$ cat src/hw/rtl/ats_pkg.sv
`default_nettype none

package ats_pkg;

    localparam int unsigned CharBits = 8;
    localparam int unsigned OutLineBits = 16;
    localparam int unsigned CfgBits = 16;
    localparam int unsigned ErrBits = 2;
    localparam int unsigned OutDataBits = 48;

    localparam logic [CharBits-1:0] ChEnd = 8'h00;
    localparam logic [CharBits-1:0] ChSemi = 8'h3B;
    localparam logic [CharBits-1:0] ChNewline = 8'h0A;
    localparam logic [CharBits-1:0] ChQuote = 8'h22;
    localparam logic [CharBits-1:0] ChBackslash = 8'h5C;
    localparam logic [CharBits-1:0] ChSpace = 8'h20;
    localparam logic [CharBits-1:0] ChTab = 8'h09;
    localparam logic [CharBits-1:0] ChCr = 8'h0D;

    typedef enum logic [2:0] {
        MODE_IDLE    = 3'd0,
        MODE_COMMENT = 3'd1,
        MODE_WORD    = 3'd2,
        MODE_STRING  = 3'd3,
        MODE_CLOSED  = 3'd4
    } t_mode;

    typedef enum logic [ErrBits-1:0] {
        ERR_NONE       = 2'd0,
        ERR_UNTERM     = 2'd1,
        ERR_UNEXPECTED = 2'd2
    } t_err;

    typedef struct packed {
        t_mode mode;
        logic  prev_bs;
        logic  quoted;
        t_err  err;
    } t_scan_ctl;

    typedef struct packed {
        logic in_token;
        logic token_first;
        logic token_done;
        logic end_of_text;
    } t_char_flags;

endpackage

`default_nettype wire

$ cat src/hw/rtl/assembler_token_scanner_unit.sv
// Channel   Dir  Handshake                  Payload
// s_axis    in   i_s_tvalid / o_s_tready    i_s_tdata: char_code
// m_axis    out  o_m_tvalid / i_m_tready    o_m_tdata: char echo, token flags, lines, error
// cfg       in   i_cfg_we (no wait)         i_cfg_wdata: first_line
//
// One character per cycle while the result side does not stall.
// The path from input request to result is the input register plus the result
// register; the step logic between them is a single small mode transition.
// Synchronous active-low reset: idle mode, no error, line count 1.
// A stalled result holds in the result register while the input register
// still takes one more request; a first_line write reloads the line count.
`default_nettype none

module assembler_token_scanner_unit import ats_pkg::*; #(
    parameter int unsigned LINE_BITS = 16
) (
    input  wire logic                   i_clk,
    input  wire logic                   i_rst_n,
    input  wire logic                   i_s_tvalid,
    output logic                        o_s_tready,
    input  wire logic [CharBits-1:0]    i_s_tdata,   // [7:0] char_code
    output logic                        o_m_tvalid,
    input  wire logic                   i_m_tready,
    // [7:0] char_echo, [8] in_token, [9] token_first, [10] token_done,
    // [11] is_string, [27:12] token_line, [43:28] line_now,
    // [45:44] error_code, [46] end_of_text, [47] zero
    output logic [OutDataBits-1:0]      o_m_tdata,
    input  wire logic                   i_cfg_we,
    input  wire logic [CfgBits-1:0]     i_cfg_wdata  // first_line
);

    localparam int unsigned ExtBits = LINE_BITS + OutLineBits;

    logic                    r_in_valid;
    logic [CharBits-1:0]     r_in_char;
    logic                    r_out_valid;
    logic [OutDataBits-1:0]  r_out_data;
    t_scan_ctl               r_ctl;
    logic [LINE_BITS-1:0]    r_line;
    logic [LINE_BITS-1:0]    r_start;

    t_scan_ctl               n_ctl;
    logic [LINE_BITS-1:0]    n_line;
    logic [LINE_BITS-1:0]    n_start;
    t_char_flags             step_flags;
    logic                    advance;
    logic [ExtBits-1:0]      line_ext;
    logic [ExtBits-1:0]      start_ext;
    logic [ExtBits-1:0]      cfg_ext;

    assign advance    = r_in_valid && (!r_out_valid || i_m_tready);
    assign o_s_tready = !r_in_valid || advance;
    assign o_m_tvalid = r_out_valid;
    assign o_m_tdata  = r_out_data;

    assign line_ext  = {{OutLineBits{1'b0}}, n_line};
    assign start_ext = {{OutLineBits{1'b0}}, n_start};
    assign cfg_ext   = {{LINE_BITS{1'b0}}, i_cfg_wdata};

    ats_step #(
        .LINE_BITS(LINE_BITS)
    ) u_step (
        .i_char  (r_in_char),
        .i_ctl   (r_ctl),
        .i_line  (r_line),
        .i_start (r_start),
        .o_ctl   (n_ctl),
        .o_line  (n_line),
        .o_start (n_start),
        .o_flags (step_flags)
    );

    always_ff @(posedge i_clk) begin
        if (!i_rst_n) begin
            r_in_valid  <= 1'b0;
            r_out_valid <= 1'b0;
            r_ctl       <= '{mode: MODE_IDLE, prev_bs: 1'b0, quoted: 1'b0, err: ERR_NONE};
            r_line      <= LINE_BITS'(1);
            r_start     <= '0;
        end else begin
            if (o_s_tready) begin
                r_in_valid <= i_s_tvalid;
            end
            if (advance) begin
                r_out_valid <= 1'b1;
                r_ctl       <= n_ctl;
                r_start     <= n_start;
            end else if (i_m_tready) begin
                r_out_valid <= 1'b0;
            end
            // Register write reloads the counter at once
            if (i_cfg_we) begin
                r_line <= cfg_ext[LINE_BITS-1:0];
            end else if (advance) begin
                r_line <= n_line;
            end
        end
    end

    always_ff @(posedge i_clk) begin
        if (o_s_tready && i_s_tvalid) begin
            r_in_char <= i_s_tdata;
        end
        if (advance) begin
            r_out_data <= {1'b0, step_flags.end_of_text, n_ctl.err,
                           line_ext[OutLineBits-1:0], start_ext[OutLineBits-1:0],
                           n_ctl.quoted, step_flags.token_done,
                           step_flags.token_first, step_flags.in_token, r_in_char};
        end
    end

    a_err_sticky: assert property (@(posedge i_clk) disable iff (!i_rst_n)
        (r_ctl.err != ERR_NONE) |=> (r_ctl.err == $past(r_ctl.err)))
        else $error("scan error changed after being set");

    a_line_monotonic: assert property (@(posedge i_clk) disable iff (!i_rst_n)
        (!i_cfg_we) |=> (r_line >= $past(r_line)))
        else $error("line count went backwards without a register write");

    a_first_in_token: assert property (@(posedge i_clk) disable iff (!i_rst_n)
        o_m_tvalid |-> (!o_m_tdata[9] || o_m_tdata[8]))
        else $error("token start outside a token");

    a_err_quiet: assert property (@(posedge i_clk) disable iff (!i_rst_n)
        (advance && r_ctl.err != ERR_NONE) |=> (o_m_tdata[10:8] == 3'b000))
        else $error("token flags raised while in error");

endmodule

`default_nettype wire

$ cat src/hw/rtl/ats_step.sv
`default_nettype none

module ats_step import ats_pkg::*; #(
    parameter int unsigned LINE_BITS = 16
) (
    input  wire logic [CharBits-1:0]  i_char,
    input  wire t_scan_ctl            i_ctl,
    input  wire logic [LINE_BITS-1:0] i_line,
    input  wire logic [LINE_BITS-1:0] i_start,
    output t_scan_ctl                 o_ctl,
    output logic [LINE_BITS-1:0]      o_line,
    output logic [LINE_BITS-1:0]      o_start,
    output t_char_flags               o_flags
);

    logic is_end;
    logic is_blank;
    logic is_semi;
    logic is_nl;
    logic is_delim;
    logic idle_go;
    logic bump;
    logic starts;

    always_comb begin
        is_end   = (i_char == ChEnd);
        is_blank = (i_char == ChSpace) || (i_char inside {[ChTab:ChCr]});
        is_semi  = (i_char == ChSemi);
        is_nl    = (i_char == ChNewline);
        is_delim = is_end || is_blank || is_semi;

        o_ctl   = i_ctl;
        o_start = i_start;
        o_flags = '0;
        idle_go = 1'b0;
        bump    = 1'b0;
        starts  = 1'b0;

        if (i_ctl.err == ERR_NONE) begin
            case (i_ctl.mode)
                MODE_COMMENT: begin
                    if (is_nl) begin
                        bump = 1'b1;
                        o_ctl.mode = MODE_IDLE;
                    end else if (is_end) begin
                        o_ctl.mode = MODE_IDLE;
                    end
                end
                MODE_WORD: begin
                    if (is_delim) begin
                        o_flags.token_done = 1'b1;
                        idle_go = 1'b1;
                    end else begin
                        o_flags.in_token = 1'b1;
                    end
                end
                MODE_STRING: begin
                    if (is_end) begin
                        o_ctl.err  = ERR_UNTERM;
                        o_ctl.mode = MODE_IDLE;
                    end else if (i_char == ChQuote && !i_ctl.prev_bs) begin
                        o_flags.in_token = 1'b1;
                        o_ctl.mode = MODE_CLOSED;
                    end else begin
                        o_flags.in_token = 1'b1;
                        bump = is_nl;
                        o_ctl.prev_bs = (i_char == ChBackslash);
                    end
                end
                MODE_CLOSED: begin
                    if (is_delim) begin
                        o_flags.token_done = 1'b1;
                        idle_go = 1'b1;
                    end else begin
                        o_ctl.err  = ERR_UNEXPECTED;
                        o_ctl.mode = MODE_IDLE;
                    end
                end
                default: begin
                    idle_go = 1'b1;
                end
            endcase

            // Character seen between tokens: skip blanks, open a comment or start a token
            if (idle_go) begin
                o_ctl.mode = MODE_IDLE;
                if (is_end) begin
                    o_ctl.mode = MODE_IDLE;
                end else if (is_blank) begin
                    bump = is_nl;
                end else if (is_semi) begin
                    o_ctl.mode = MODE_COMMENT;
                end else begin
                    starts        = 1'b1;
                    o_start       = i_line;
                    o_ctl.quoted  = (i_char == ChQuote);
                    o_ctl.prev_bs = 1'b0;
                    o_ctl.mode    = (i_char == ChQuote) ? MODE_STRING : MODE_WORD;
                end
            end

            if (i_ctl.mode != MODE_WORD && i_ctl.mode != MODE_STRING
                    && i_ctl.mode != MODE_CLOSED && i_ctl.mode != MODE_COMMENT) begin
                o_flags.token_first = starts;
                o_flags.in_token    = starts;
            end

            if (is_end) begin
                o_ctl.prev_bs = 1'b0;
            end
        end

        // Saturate at all ones
        o_line = (bump && (i_line != '1)) ? i_line + 1'b1 : i_line;
        o_flags.end_of_text = is_end;
    end

endmodule

`default_nettype wire

$ cat config.mk
export PLATFORM = sky130hd
export DESIGN_NAME = assembler_token_scanner_unit
export DESIGN_NICKNAME = d
export VERILOG_FILES = /design/src/hw/rtl/ats_pkg.sv /design/src/hw/rtl/assembler_token_scanner_unit.sv /design/src/hw/rtl/ats_step.sv
export SDC_FILE = /design/constraint.sdc
export NUM_CORES = 1
export LEC_CHECK = 0
export BUFFER_PORTS_ARGS = -buffer_cell sky130_fd_sc_hd__buf_2
export CORE_MARGIN = 2
export CORE_UTILIZATION = 40
export CTS_CLUSTER_SIZE = 12
export DETAILED_ROUTE_END_ITERATION = 6
export SYNTH_ARGS = -nofsm -noshare
export SYNTH_HDL_FRONTEND = slang
export SYNTH_HIERARCHICAL = 1
export SYNTH_SLANG_ARGS = --single-unit
$ cat constraint.sdc
create_clock -name i_clk -period 4.2 [get_ports i_clk]
set_clock_uncertainty 0.15 [all_clocks]
set_input_delay 0 -clock i_clk [delete_from_list [all_inputs] [get_ports i_clk]]
set_output_delay 0 -clock i_clk [all_outputs]
set_load 0.02 [all_outputs]
==> key figures <==
Routing
  • Antenna Nets Post-Route: 0
  • DR WL/cell: 16.8 um
  • Iter 0 DRT Violations: 426
  • Drt first pass iters: 5
  • Via count: 3,591
  • Via density per instance: 5.49
  • Detailed Route WL: 11,000 um
  • DR DRC count: 0

Synthesis
  • Post-Syn Area: 4360 um2
  • Largest family of logic cells by synthesized area: compound AO/OA/AOI/OAI gates
  • Unique masters post-synth: 50
  • Post-synth EDFFs: 55
  • Cells after synthesis: 409
  • Adder-cell area share of the yosys netlist: 0.00287
  • Yosys warning count: 6
  • Mux contribution to synthesized area: 0.0491
  • Post-synthesis register bit count: 96
  • Top cell type's share of synthesized area: 0.379
  • Area contributors post-synth: edfxtp_1 38%, dfxtp_1 19%, o21ai_0 6.0%
  • Area leader, netlist: edfxtp_1
  • Sequential fraction of the synthesis area: 0.568
  • Syn_area_per_cell: 10.6 um2
  • Synth Area in Simple Gates: 0.149
  • Synth Area in Compound Gates: 0.151
  • Post-Synth XOR/XNOR Area: 0.0322
  • Synth async-reset ratio: 0
  • Top FF cell, synth: edfxtp_1
  • Net Count, Synth: 439

Global route
  • Antenna violations before repair: 0
  • Gr ovfl total: 0
  • Largest net degree at the start of global routing: 43
  • Vias in the first global route: 3,285
  • Global Route Usage Sum: 0.191
  • Global-route wire length before repair: 17,300 um

Power and ir drop
  • Leak pwr: 1.94 nW
  • P_int: 1.39 mW
  • Psw: 0.480 mW
  • Cell Pwr Density: 350 nW/um2
  • Switching part of the total: 0.256
  • Max VDD drop: 0.147 mV
  • Seq pwr share: 0.579
  • Clk pwr share: 0.296
  • Logic gate share of total power: 0.125

STA
  • Final Cycle Share: 0.852
  • Tmin final: 3.58 ns
  • Final worst slack: 0.620 ns
  • Setup-failing EPs final: 0
  • RSZ-0062 raised after global routing: false
  • Achievable clock frequency: 0.279 GHz
  • Final Max Slew Viols: 0
  • Final Hold Viols: 0
  • Max_slew headroom: 0.400
  • Least-Margin Pin Slew: 0.900 ns
  • Setup TNS: 0 ns

Place
  • Dpl cells: 597
  • # port buffers: 77
  • DP Area: 4760 um2
  • Gpl congestion: 0.850
  • Pre-CTS setup slack: 1.13 ns
  • Dpl hpwl: 6710 um

Critical path
  • Req. time, crit path: 4.29 ns
  • Nature of the critical path endpoint: flop
  • Crit path launch type: flop
  • Arr. time, crit path: 3.67 ns
  • Reg2reg path depth: 7
  • FF-to-FF End: r_line[0]
  • Critical path class: reg2reg
  • Reg-to-reg slack, setup: 0.62 ns
  • Critical-path maximum fanout: 13
  • RR Startpoint: r_in_char[2]

Floorplan
  • Initial Util: 0.405
  • Core area: 10,700 um2
  • Die X: 108 um
  • Die Area: 11,700 um2
  • Chip height: 108 um
  • Site Rows: 38
  • I/O Pins: 79

Clock network
  • Clock tree from TritonCTS: built
  • Cts hold-fix bufs: 41
  • Clock Tree Root: clkbuf_8
  • Worst-path clk slew: 0.09 ns
  • CTS max path bufs: 2
  • Clk sink count: 96
  • Setup Fix Bufs, Post-CTS: 0
  • Total CTS buffers: 9
  • Htree depth: 3
  • Post-CTS sizing: 0
  • Clock Latency Late Sink: 0.36 ns

Worst hold path
  • Hold Crit Start: i_m_tready
  • WHS Path Cells: 4
  • Hold Crit Endpoint: r_start[12]
  • Hold Path Class: in2reg

Layout
  • Post-route insts no fill: 654
  • Most frequent cells in the layout: 77 x buf_2, 55 x edfxtp_1, 52 x o21ai_0
  • Post-Layout Inst Area: 5350 um2
  • N_diodes: 0
  • Reg area: 2470 um2
  • Commonest non-fill, non-tap cell in the layout: buf_2
  • Multi-input logic area: 1690 um2
  • Syn-to-layout area delta: 22.7%
  • Share of cells above drive strength 1: 0.239
  • Fillers: 1,013
  • Nets: 539

Run status
  • Status: finished, final reports clean

Run
  • Max-cap violations: 0
-- sequential cells by signal, indices dropped and copies added (netlist names) --
signal	cells
o_m_tdata	47
o_m_tvalid	1
r_ctl	7
r_in_char	8
r_in_valid	1
r_line	16
r_start	16
-- power by group through the flow --
stage / logic, mW / registers [mW] / clock network, mW
finish: 0.234 / 1.08 / 0.554
global route: 0.256 / 1.09 / 0.612
CTS: 0.233 / 1.08 / 0.564
detailed placement: 0.200 / 1.11 / 0
global placement: 0.199 / 1.10 / 0
floorplan: 0.114 / 1.12 / 0
-- cell type report --
type | count | share of cell area
tap | 140 | 0.0328
timing repair buffer | 120 | 0.152
inverter | 8 | 0.00562
clock buffer | 15 | 0.0311
multi-input combinational | 274 | 0.315
sequential | 96 | 0.463
clock inverter | 1 | 0.000936
-- critical path, stage by stage (launching register included) --
cell and delay, ns:
edfxtp_1 0.46, or3_4 0.45, or4_4 0.47, a2111oi_4 0.80, xor2_1 0.19, a311oi_1 0.30, a32oi_1 0.08, dlygate4sd3_1 0.56
-- logic make-up after synthesis --
| logic type | Yosys count |
|---|---|
| other cells | 1 |
| compound gates | 117 |
| buf+inv | 39 |
| mux | 19 |
| simple gates | 120 |
| flops | 96 |
| fa+ha+maj | 1 |
| xor+xnor | 16 |
-- metal layers --
| metal | global-route usage | vias to the layer above | routed length, um |
|---|---|---|---|
| met3 | 0.0458 | 15 | 655 |
| li1 | - | 1712 | - |
| met1 | 0.278 | 1719 | 5150 |
| met4 | 0.0540 | 0 | 165 |
| met2 | 0.282 | 145 | 5000 |
| met5 | 0 | - | 0 |
-- metrics by stage --
stage | hold slack, ns | total power, mW | utilization
after global placement | 0.0266 | 1.30 | 0.443
after CTS | 0.170 | 1.88 | 0.497
after detailed placement | 0.0281 | 1.31 | 0.443
after global routing | 0.173 | 1.96 | 0.497
final | 0.182 | 1.87 | 0.497
after floorplan | -0.0511 | 1.24 | -
-- worst max path at each step --
stage                         endpoint    startpoint  slack [ns]
after CTS                    r_line[0]  r_in_char[2]        0.69
final                        r_line[0]  r_in_char[2]        0.62
after floorplan           o_m_tdata[0]    o_m_tvalid        0.86
after global placement      r_line[13]  r_in_char[2]        1.22
after global routing         r_line[0]  r_in_char[2]        0.47
after detailed placement    r_line[13]  r_in_char[2]        1.13
-- Yosys cell counts (all sizes together), types with 2 or more instances --
cell type and number:
nand2 13, dfxtp 41, xnor2 12, o21ai 61, inv 8, buf 19, a21oi 30, nor3 9
clkbuf 12, edfxtp 55, a21o 3, nand3 48, nand2b 2, a31oi 16, and3 4, or3 4
or2 2, nor2 18, nand4 8, xor2 4, nor2b 3, mux2 19, nor4 3
(Power assumes the default switching activity.)
